==> config.mk <==
export PLATFORM = sky130hd
export DESIGN_NAME = frame_rate_window_meter_top
export DESIGN_NICKNAME = d
export VERILOG_FILES = /design/src/design/frwm_pkg.sv /design/src/design/frwm_div.sv /design/src/design/frame_rate_window_meter_top.sv
export SDC_FILE = /design/constraint.sdc
export NUM_CORES = 2
export LEC_CHECK = 0
export BUFFER_PORTS_ARGS = -buffer_cell sky130_fd_sc_hd__buf_2
export CORE_ASPECT_RATIO = 0.9
export CORE_MARGIN = 8
export CORE_UTILIZATION = 55
export DETAILED_ROUTE_END_ITERATION = 10
export GPL_TIMING_DRIVEN = 1
export PLACE_DENSITY_LB_ADDON = 0.1
export SLEW_MARGIN = 0
export SYNTH_ARGS = -nofsm -noshare
export SYNTH_HDL_FRONTEND = slang
export SYNTH_SLANG_ARGS = --single-unit
==> constraint.sdc <==
create_clock -name clock -period 5.6 [get_ports clock]
set_input_delay 0.84 -clock clock [delete_from_list [all_inputs] [get_ports clock]]
set_output_delay 0.84 -clock clock [all_outputs]
set_load 0.05 [all_outputs]
==> src/design/frwm_pkg.sv <==
// frwm_pkg: shared types, widths and constants of the frame rate window meter.
// Used by frame_rate_window_meter_top and frwm_sva; no dependencies.
`timescale 1ns / 1ps

package frwm_pkg;

   // Default sizing handed to the top level
   localparam int HISTORY_DEPTH_DEF      = 64;
   localparam int RATE_FRACTION_BITS_DEF = 8;

   // Fixed field widths
   localparam int TS_W       = 48;
   localparam int INTERVAL_W = 32;
   localparam int FRAMES_W   = 32;
   localparam int SUM_W      = 33;
   localparam int RATE_W     = 28;
   localparam int ENTRIES_W  = 7;
   localparam int CFG_W      = 32;

   // One second in microseconds, and its width
   localparam int                US_W          = 20;
   localparam logic [US_W-1:0]   US_PER_SECOND = US_W'(1_000_000);
   localparam logic [CFG_W-1:0]  WINDOW_RESET  = CFG_W'(1_000_000);

   // Command codes on req_tuser
   localparam logic CMD_START = 1'b0;
   localparam logic CMD_FRAME = 1'b1;

   // Register map: word index taken from paddr above the byte offset
   localparam int   CSR_ADDR_W     = 3;
   localparam logic CSR_IDX_WINDOW = 1'b0;

   // Stream layouts
   localparam int REQ_TDATA_W = 48;

   localparam int RSP_INTERVAL_LSB = 0;
   localparam int RSP_ELAPSED_LSB  = RSP_INTERVAL_LSB + INTERVAL_W;
   localparam int RSP_FRAMES_LSB   = RSP_ELAPSED_LSB + TS_W;
   localparam int RSP_INSTANT_LSB  = RSP_FRAMES_LSB + FRAMES_W;
   localparam int RSP_AVERAGE_LSB  = RSP_INSTANT_LSB + RATE_W;
   localparam int RSP_ENTRIES_LSB  = RSP_AVERAGE_LSB + RATE_W;
   localparam int RSP_USED_W       = RSP_ENTRIES_LSB + ENTRIES_W;
   localparam int RSP_TDATA_W      = ((RSP_USED_W + 7) / 8) * 8;
   localparam int RSP_PAD_W        = RSP_TDATA_W - RSP_USED_W;

   // Sequencer states
   typedef enum logic [3:0] {
      ST_IDLE,
      ST_DIFF,
      ST_ELAPSED,
      ST_DROP_RD,
      ST_DROP_SUB,
      ST_PUSH,
      ST_TRIM,
      ST_INST_GO,
      ST_INST_WAIT,
      ST_MUL,
      ST_AVG_GO,
      ST_AVG_WAIT,
      ST_DONE
   } frwm_state_type;

endpackage

==> src/design/frwm_div.sv <==
// frwm_div: restoring radix-2 divider, one quotient bit per cycle.
// Standalone; instantiated by frame_rate_window_meter_top.
`timescale 1ns / 1ps

module frwm_div #(
   parameter int NUM_W = 36,
   parameter int DEN_W = 33
) (
   input  logic             clock,
   input  logic             reset,
   input  logic             start,
   input  logic [NUM_W-1:0] numer,
   input  logic [DEN_W-1:0] denom,
   output logic             done,
   output logic [NUM_W-1:0] quot
);

   localparam int CNT_W = $clog2(NUM_W + 1);

   logic             busy_ff;
   logic             done_ff;
   logic [CNT_W-1:0] cnt_ff;
   logic [NUM_W-1:0] num_ff;
   logic [DEN_W-1:0] rem_ff;
   logic [DEN_W-1:0] den_ff;

   logic [DEN_W:0]   trial;
   logic [DEN_W+1:0] diff;
   logic             fits;

   // Shift in the next dividend bit and try the subtract
   always_comb begin
      trial = {rem_ff, num_ff[NUM_W-1]};
      diff  = {1'b0, trial} - {2'b00, den_ff};
      fits  = ~diff[DEN_W+1];
   end

   // Step counter and completion pulse
   always_ff @(posedge clock) begin
      if (reset) begin
         busy_ff <= 1'b0;
         done_ff <= 1'b0;
         cnt_ff  <= '0;
      end else begin
         done_ff <= 1'b0;
         if (start) begin
            busy_ff <= 1'b1;
            cnt_ff  <= CNT_W'(NUM_W);
         end else if (busy_ff) begin
            cnt_ff <= cnt_ff - CNT_W'(1);
            if (cnt_ff == CNT_W'(1)) begin
               busy_ff <= 1'b0;
               done_ff <= 1'b1;
            end
         end
      end
   end

   // Dividend register turns into the quotient as bits shift through
   always_ff @(posedge clock) begin
      if (start) begin
         num_ff <= numer;
         rem_ff <= '0;
         den_ff <= denom;
      end else if (busy_ff) begin
         num_ff <= {num_ff[NUM_W-2:0], fits};
         rem_ff <= fits ? diff[DEN_W-1:0] : trial[DEN_W-1:0];
      end
   end

   assign done = done_ff;
   assign quot = num_ff;

endmodule

==> src/design/frame_rate_window_meter_top.sv <==
// frame_rate_window_meter_top: sliding-window frame rate meter, top level.
// Depends on frwm_pkg and frwm_div.
//
//   port group   dir   kind        carries
//   req_*        in    stream      tuser: cmd; tdata: timestamp_us
//   rsp_*        out   stream      tdata: interval, elapsed, frames, rates, entries
//   csr_*        in    APB write   window_us at byte address 0
//
// One item at a time (NUM_W, the dividend width, is 35 by default). A start goes from
// idle straight to done; a frame steps through difference, elapsed, push and trim, a drop
// (a registered read of the history RAM, then the subtract) per interval shed, a full
// history shedding its oldest first, then divides, each skipped on zero interval or empty.
// req_tready is high only while idle; a finished result waits in the output register
// while the next item is taken. Synchronous reset; the history RAM needs no clearing.
`timescale 1ns / 1ps

module frame_rate_window_meter_top #(
   parameter int HISTORY_DEPTH      = frwm_pkg::HISTORY_DEPTH_DEF,
   parameter int RATE_FRACTION_BITS = frwm_pkg::RATE_FRACTION_BITS_DEF
) (
   input  logic                               clock,
   input  logic                               reset,
   // input stream
   input  logic                               req_tvalid,
   output logic                               req_tready,
   input  logic [frwm_pkg::REQ_TDATA_W-1:0]   req_tdata,   // [47:0] timestamp_us
   input  logic                               req_tuser,   // [0] cmd
   // result stream
   output logic                               rsp_tvalid,
   input  logic                               rsp_tready,
   // [31:0] interval_us, [79:32] elapsed_us, [111:80] frames_seen,
   // [139:112] instant_rate_q8, [167:140] average_rate_q8,
   // [174:168] window_entries, [175] zero
   output logic [frwm_pkg::RSP_TDATA_W-1:0]   rsp_tdata,
   // configuration
   input  logic                               csr_psel,
   input  logic                               csr_penable,
   input  logic                               csr_pwrite,
   input  logic [frwm_pkg::CSR_ADDR_W-1:0]    csr_paddr,
   input  logic [frwm_pkg::CFG_W-1:0]         csr_pwdata,
   output logic [frwm_pkg::CFG_W-1:0]         csr_prdata,
   output logic                               csr_pready
);

   localparam int AW      = $clog2(HISTORY_DEPTH);
   localparam int CW      = $clog2(HISTORY_DEPTH + 1);
   localparam int TS_W    = frwm_pkg::TS_W;
   localparam int IV_W    = frwm_pkg::INTERVAL_W;
   localparam int SUM_W   = frwm_pkg::SUM_W;
   localparam int RATE_W  = frwm_pkg::RATE_W;
   localparam int ONE_W   = frwm_pkg::US_W + RATE_FRACTION_BITS;
   localparam int NUM_RAW = ONE_W + CW;
   localparam int NUM_W   = (NUM_RAW > RATE_W) ? NUM_RAW : RATE_W + 1;
   localparam logic [NUM_W-1:0] RATE_ONE =
      NUM_W'(frwm_pkg::US_PER_SECOND) << RATE_FRACTION_BITS;

   frwm_pkg::frwm_state_type state_ff, state_in;

   // control and model state
   logic [TS_W-1:0]               start_time_ff;
   logic [TS_W-1:0]               last_time_ff;
   logic [frwm_pkg::FRAMES_W-1:0] frame_total_ff;
   logic [AW-1:0]                 head_ff;
   logic [CW-1:0]                 count_ff;
   logic [SUM_W-1:0]              sum_ff;
   logic                          pushed_ff;
   logic [frwm_pkg::CFG_W-1:0]    window_ff;
   logic                          rsp_valid_ff;

   // payload
   logic [TS_W-1:0]                  ts_ff;
   logic [IV_W-1:0]                  interval_ff;
   logic [TS_W-1:0]                  elapsed_ff;
   logic [RATE_W-1:0]                inst_ff;
   logic [RATE_W-1:0]                avg_ff;
   logic [NUM_W-1:0]                 numer_ff;
   logic [frwm_pkg::RSP_TDATA_W-1:0] rsp_data_ff;

   // history RAM
   logic [IV_W-1:0] fifo_mem [HISTORY_DEPTH];
   logic [IV_W-1:0] rd_data_ff;

   // sequencer outputs
   logic ready;
   logic div_start;
   logic mem_we;
   logic rsp_load;

   logic [TS_W-1:0]  diff;
   logic [AW:0]      tail_sum;
   logic [AW-1:0]    wr_addr;
   logic [AW-1:0]    head_next;
   logic             fifo_full;
   logic             over_window;
   logic [NUM_W-1:0] div_numer;
   logic [SUM_W-1:0] div_denom;
   logic             div_done;
   logic [NUM_W-1:0] div_quot;
   logic [RATE_W-1:0] quot_sat;
   logic             cfg_write;
   logic             csr_hit;

   // ---------------------------------------------------------------
   // Configuration port
   assign csr_pready = 1'b1;
   assign csr_hit    = (csr_paddr[frwm_pkg::CSR_ADDR_W-1:2] == frwm_pkg::CSR_IDX_WINDOW);
   assign cfg_write  = csr_psel & csr_penable & csr_pwrite & csr_pready & csr_hit;
   assign csr_prdata = csr_hit ? window_ff : '0;

   // ---------------------------------------------------------------
   // Datapath helpers
   always_comb begin
      diff        = ts_ff - last_time_ff;
      tail_sum    = (AW+1)'(head_ff) + (AW+1)'(count_ff);
      wr_addr     = (tail_sum >= (AW+1)'(HISTORY_DEPTH)) ?
                    AW'(tail_sum - (AW+1)'(HISTORY_DEPTH)) : AW'(tail_sum);
      head_next   = (head_ff == AW'(HISTORY_DEPTH - 1)) ? '0 : head_ff + AW'(1);
      fifo_full   = (count_ff == CW'(HISTORY_DEPTH));
      over_window = (sum_ff > {1'b0, window_ff}) && (count_ff != '0);
      quot_sat    = (|div_quot[NUM_W-1:RATE_W]) ? '1 : div_quot[RATE_W-1:0];
   end

   // Divider operands: instant rate uses the interval, average uses the sum
   always_comb begin
      if (state_ff == frwm_pkg::ST_AVG_GO) begin
         div_numer = numer_ff;
         div_denom = sum_ff;
      end else begin
         div_numer = RATE_ONE;
         div_denom = SUM_W'(interval_ff);
      end
   end

   frwm_div #(
      .NUM_W (NUM_W),
      .DEN_W (SUM_W)
   ) u_div (
      .clock (clock),
      .reset (reset),
      .start (div_start),
      .numer (div_numer),
      .denom (div_denom),
      .done  (div_done),
      .quot  (div_quot)
   );

   // ---------------------------------------------------------------
   // Sequencer: next state
   always_comb begin
      state_in = state_ff;
      unique case (state_ff)
         frwm_pkg::ST_IDLE: begin
            if (req_tvalid) begin
               state_in = (req_tuser == frwm_pkg::CMD_START) ?
                          frwm_pkg::ST_DONE : frwm_pkg::ST_DIFF;
            end
         end
         frwm_pkg::ST_DIFF:     state_in = frwm_pkg::ST_ELAPSED;
         frwm_pkg::ST_ELAPSED: begin
            state_in = fifo_full ? frwm_pkg::ST_DROP_RD : frwm_pkg::ST_PUSH;
         end
         frwm_pkg::ST_DROP_RD:  state_in = frwm_pkg::ST_DROP_SUB;
         frwm_pkg::ST_DROP_SUB: begin
            state_in = pushed_ff ? frwm_pkg::ST_TRIM : frwm_pkg::ST_PUSH;
         end
         frwm_pkg::ST_PUSH:     state_in = frwm_pkg::ST_TRIM;
         frwm_pkg::ST_TRIM: begin
            state_in = over_window ? frwm_pkg::ST_DROP_RD : frwm_pkg::ST_INST_GO;
         end
         frwm_pkg::ST_INST_GO: begin
            state_in = (interval_ff != '0) ? frwm_pkg::ST_INST_WAIT : frwm_pkg::ST_MUL;
         end
         frwm_pkg::ST_INST_WAIT: begin
            if (div_done) state_in = frwm_pkg::ST_MUL;
         end
         frwm_pkg::ST_MUL:      state_in = frwm_pkg::ST_AVG_GO;
         frwm_pkg::ST_AVG_GO: begin
            state_in = (count_ff != '0 && sum_ff != '0) ?
                       frwm_pkg::ST_AVG_WAIT : frwm_pkg::ST_DONE;
         end
         frwm_pkg::ST_AVG_WAIT: begin
            if (div_done) state_in = frwm_pkg::ST_DONE;
         end
         frwm_pkg::ST_DONE: begin
            if (!rsp_valid_ff || rsp_tready) state_in = frwm_pkg::ST_IDLE;
         end
         default:               state_in = frwm_pkg::ST_IDLE;
      endcase
   end

   // Sequencer: control outputs
   always_comb begin
      ready     = 1'b0;
      div_start = 1'b0;
      mem_we    = 1'b0;
      rsp_load  = 1'b0;
      unique case (state_ff)
         frwm_pkg::ST_IDLE:     ready = 1'b1;
         frwm_pkg::ST_PUSH:     mem_we = 1'b1;
         frwm_pkg::ST_INST_GO:  div_start = (interval_ff != '0);
         frwm_pkg::ST_AVG_GO:   div_start = (count_ff != '0) && (sum_ff != '0);
         frwm_pkg::ST_DONE:     rsp_load = !rsp_valid_ff || rsp_tready;
         default: begin
         end
      endcase
   end

   assign req_tready = ready;

   always_ff @(posedge clock) begin
      if (reset) begin
         state_ff <= frwm_pkg::ST_IDLE;
      end else begin
         state_ff <= state_in;
      end
   end

   // ---------------------------------------------------------------
   // Meter state, window register and output valid
   always_ff @(posedge clock) begin
      if (reset) begin
         start_time_ff  <= '0;
         last_time_ff   <= '0;
         frame_total_ff <= '0;
         head_ff        <= '0;
         count_ff       <= '0;
         sum_ff         <= '0;
         pushed_ff      <= 1'b0;
         window_ff      <= frwm_pkg::WINDOW_RESET;
         rsp_valid_ff   <= 1'b0;
      end else begin
         if (cfg_write) window_ff <= csr_pwdata;

         if (rsp_load) begin
            rsp_valid_ff <= 1'b1;
         end else if (rsp_tready) begin
            rsp_valid_ff <= 1'b0;
         end

         unique case (state_ff)
            frwm_pkg::ST_IDLE: begin
               pushed_ff <= 1'b0;
               if (req_tvalid && req_tuser == frwm_pkg::CMD_START) begin
                  start_time_ff  <= req_tdata[TS_W-1:0];
                  last_time_ff   <= req_tdata[TS_W-1:0];
                  frame_total_ff <= '0;
                  head_ff        <= '0;
                  count_ff       <= '0;
                  sum_ff         <= '0;
               end
            end
            frwm_pkg::ST_DIFF: begin
               last_time_ff   <= ts_ff;
               frame_total_ff <= frame_total_ff + frwm_pkg::FRAMES_W'(1);
            end
            frwm_pkg::ST_DROP_SUB: begin
               sum_ff   <= sum_ff - SUM_W'(rd_data_ff);
               head_ff  <= head_next;
               count_ff <= count_ff - CW'(1);
            end
            frwm_pkg::ST_PUSH: begin
               sum_ff    <= sum_ff + SUM_W'(interval_ff);
               count_ff  <= count_ff + CW'(1);
               pushed_ff <= 1'b1;
            end
            default: begin
            end
         endcase
      end
   end

   // ---------------------------------------------------------------
   // Per-item payload
   always_ff @(posedge clock) begin
      unique case (state_ff)
         frwm_pkg::ST_IDLE: begin
            ts_ff <= req_tdata[TS_W-1:0];
            if (req_tvalid && req_tuser == frwm_pkg::CMD_START) begin
               interval_ff <= '0;
               elapsed_ff  <= '0;
               inst_ff     <= '0;
               avg_ff      <= '0;
            end
         end
         frwm_pkg::ST_DIFF: begin
            // saturate the 48-bit difference to 32 bits
            interval_ff <= (|diff[TS_W-1:IV_W]) ? '1 : diff[IV_W-1:0];
         end
         frwm_pkg::ST_ELAPSED:   elapsed_ff <= ts_ff - start_time_ff;
         frwm_pkg::ST_INST_GO: begin
            if (interval_ff == '0) inst_ff <= '0;
         end
         frwm_pkg::ST_INST_WAIT: begin
            if (div_done) inst_ff <= quot_sat;
         end
         frwm_pkg::ST_MUL:       numer_ff <= RATE_ONE * NUM_W'(count_ff);
         frwm_pkg::ST_AVG_GO: begin
            if (count_ff == '0 || sum_ff == '0) avg_ff <= '0;
         end
         frwm_pkg::ST_AVG_WAIT: begin
            if (div_done) avg_ff <= quot_sat;
         end
         default: begin
         end
      endcase
   end

   // Output register
   always_ff @(posedge clock) begin
      if (rsp_load) begin
         rsp_data_ff <= {{frwm_pkg::RSP_PAD_W{1'b0}},
                         frwm_pkg::ENTRIES_W'(count_ff),
                         avg_ff,
                         inst_ff,
                         frame_total_ff,
                         elapsed_ff,
                         interval_ff};
      end
   end

   assign rsp_tvalid = rsp_valid_ff;
   assign rsp_tdata  = rsp_data_ff;

   // ---------------------------------------------------------------
   // History RAM: one write port, one registered read at the head
   always_ff @(posedge clock) begin
      if (mem_we) fifo_mem[wr_addr] <= interval_ff;
      rd_data_ff <= fifo_mem[head_ff];
   end

endmodule

==> reports/results.ini <==
[critical_path]
crit_chain = inv_1, ha_1, nand2b_1, or3_1, or4_1, nor3_1, buf_4, nand2_1, xnor2_1, a21oi_1, ha_1, nand3_1, nor3_1, a22oi_1, a41o_1, a21oi_2, a211oi_1, o41ai_1, a21oi_1, xnor2_1, or3_1, a31oi_1
crit_type = flop to flop
slowest_delay_ns = 0.54
rr_endpoint = sum_ff[32]
worstReg2RegStart = rd_data_ff[0]
cp.arrival_ns = 6.06
critPathSlowestCell = or4_1
r2r_slack_ns = 0.34
path_max_fanout = 5
reg2reg_depth = 22
crit_path_start_kind = flop
crit_required_ns = 6.41
worstSetupEndpointType = flop

[grt]
antenna_found_initial = 14
grt_pass1_vias = 62700
grtUsageTotal_pct = 25.6
grt_pass1_wl_um = 427000
grt_max_degree = 163
overflow = 0

[die]
die-area_um2 = 225000
die_x_um = 499
rows = 159
initial_core_util_pct = 55.3
boundaryPins = 302
core_um2 = 209000
die_h_um = 451

[synth]
synthXorXnorAreaFrac_pct = 1.48
synth-simple-area-share_pct = 5.42
synthMuxAreaShare_pct = 13.4
syn-cell-area_um2 = 115000
synth_edf_count = 2496
yosys_warnings = 0
synth_nets = 7232
synth_cell_type_count = 80
ys_seq_area_share_pct = 69.9
synth_area_leaders = edfxtp_1 (65%), mux4_2 (13%), dfxtp_1 (4.9%)
ys.flop_type = edfxtp_1
synth_compound_area_share_pct = 4.90
synth_top_cell_by_area = edfxtp_1
synth_top_area_share_pct = 65.0
synth_seq_cells = 2781
synthAdderAreaFrac_pct = 3.09
synth_top_family_by_area = multiplexers
async_reset_ff_share_pct = 0
avgSynthCellArea_um2 = 16.8
postSynthCellCount = 6867

[routing]
routed_wl_um = 292000
dr.pass1.iters = 6
drtIter0Drc = 7148
wire_per_inst_um = 28.4
route.detailed.drc = 0
dr_total_vias = 64000
antenna_left = 0
via_per_inst = 6.22

[min_path]
holdCritStartpoint = req_tdata[0]
whs_endpoint = ts_ff[0]
whs_path_depth = 1
holdCritPathClass = input pin to flop

[timing]
fmax_mhz = 190
slew_headroom_pct = 19.4
period_needed_ns = 5.26
finalHoldViolCount = 0
fin_worst_skew_ns = 0.0551
grt_setup_unrepaired = no
worst_pin_slew_ns = 1.21
tns_ns = 0
setup_viol = 0
finalMaxSlewViolations = 0
period_share_pct = 93.9

[job]
maxCapViolCount = 0

[clock_network]
cts_num_sinks = 2781
htreeDepth = 5
cts_buffers = 292
clkTransAtPathRegs_ns = 0.06
cts_setup_buffers = 0
insertion_delay_ns = 0.93
root_buffer = clkbuf_16
clock_path_buffers = 4
cts_tree = done

[outcome]
run_status = complete, no violations

[place]
gp_congestion = 0.890
place.port_buffers = 297
dp_hpwl_um = 174000
placedInstanceArea_um2 = 121000

[cells_and_area]
final_cell_mix = edfxtp_1 (2496), mux4_2 (655), nand2_1 (572)
nets = 7704
area_growth_pct = 13.0
drive_gt1_share_pct = 22.0
nFillCells = 14700
design_area_um2 = 130000
layout_commonest_cell = edfxtp_1

[power_and_ir_drop]
p_per_area_nw_per_um2 = 479
power.leakage_nw = 43.2
peakVddDrop_v = 0.000354

## timing repair
| item | CTS | global route |
|---|---|---|
| resized for setup | 0 | 2 |
| hold buffers | 0 | 0 |
| setup endpoints to repair | 0 | 1 |
## layout make-up
| type | count | area, um2 | area share (%) |
|---|---|---|---|
| diodes | 6 | 15.0 | 0.0115 |
| clock buffers | 376 | 7890 | 6.05 |
| clock inverters | 121 | 1200 | 0.919 |
| inverters | 239 | 897 | 0.688 |
| multi-input cells | 3545 | 33200 | 25.5 |
| flip-flops and latches | 2781 | 80700 | 61.9 |
| well taps | 2737 | 3420 | 2.63 |
| repair buffers | 480 | 3130 | 2.40 |
## cells in the mapped netlist (all sizes together), types with 20 or more instances
cell type and n:
edfxtp 2496, mux4 655, nand2 577, nor2 439
a21oi 372, dfxtp 285, ha 256, inv 238
clkbuf 237, o21ai 157, nand3 118, xnor2 102
a21o 93, xor2 93, a31oi 76, buf 65
nor3 55, mux2i 51, nand4 38, and3 31
o21a 31, nand2b 30, nor4 30, o211ai 30
o21bai 30, nor2b 26, and2 24, a211oi 22
mux2 20
## flip-flops by register name (all words and copies together), names as in the netlist, 32 cells and up
register,flops
u_div.rem_ff,33
sum_ff,33
rsp_tdata,175
fifo_mem,2048
elapsed_ff,48
rd_data_ff,32
ts_ff,48
window_ff,32
u_div.quot,35
last_time_ff,48
interval_ff,32
u_div.den_ff,33
frame_total_ff,32
start_time_ff,48
## routing by layer
| layer | share of wire [%] | global-route usage (%) | routed length, um | up-vias |
|---|---|---|---|---|
| met2 | 47 | 41.0 | 138000 | 2582 |
| met5 | 0.011 | 0 | 32 | - |
| met4 | 3.5 | 8.10 | 10200 | 4 |
| li1 | - | - | - | 27900 |
| met1 | 41 | 36.6 | 121000 | 33000 |
| met3 | 8.0 | 4.20 | 23400 | 533 |
## worst max-delay path by stage
stage	start	endpoint	slack [ns]	cells past startpoint
3_5_place_dp	rd_data_ff[0]	sum_ff[32]	0.41	22
2_1_floorplan	rsp_tready	rsp_tdata[0]	0.009	2
6_report	rd_data_ff[0]	sum_ff[32]	0.34	22
3_3_place_gp	rd_data_ff[0]	sum_ff[32]	0.44	20
5_1_grt	rd_data_ff[0]	sum_ff[32]	0.07	22
4_1_cts	rd_data_ff[0]	sum_ff[32]	0.36	22
## critical path: cells and delay by family, from the launching register on
family          cells  cell delay (ns)
simple gates        8             1.99
flops               1             0.32
fa+ha+maj           2             0.60
buf+inv             2             0.32
xor+xnor            2             0.30
compound gates      8             1.65
## power by group
group | switching [mW] | internal (mW)
registers | 1.01 | 26.0
logic | 10.9 | 5.91
clock network | 7.68 | 11.0
## cells by family after synthesis
kind of cell	count (synthesis)
flip-flops	2781
adder cells (fa/ha/maj)	274
XOR/XNOR	195
AO/OA/AOI/OAI	917
buffers and inverters	541
AND/OR/NAND/NOR	1431
multiplexers	726
other	2
## per-stage QoR
step / utilization, % / instances / hold slack [ns] / total power, mW / worst slack (ns)
after global routing: 62.5 / 10300 / 0.0996 / 65.1 / 0.0667
after CTS: 62.5 / 10300 / 0.0839 / 62.8 / 0.358
after global placement: 58.1 / 9782 / 0.403 / 43.8 / 0.437
final: 62.5 / 10300 / 0.144 / 62.5 / 0.344
after detailed placement: 58.1 / 9782 / 0.405 / 44.2 / 0.415
after floorplan: - / 6867 / 0.400 / 38.5 / 0.00871
Note: power is estimated with default switching activity, not from simulation.
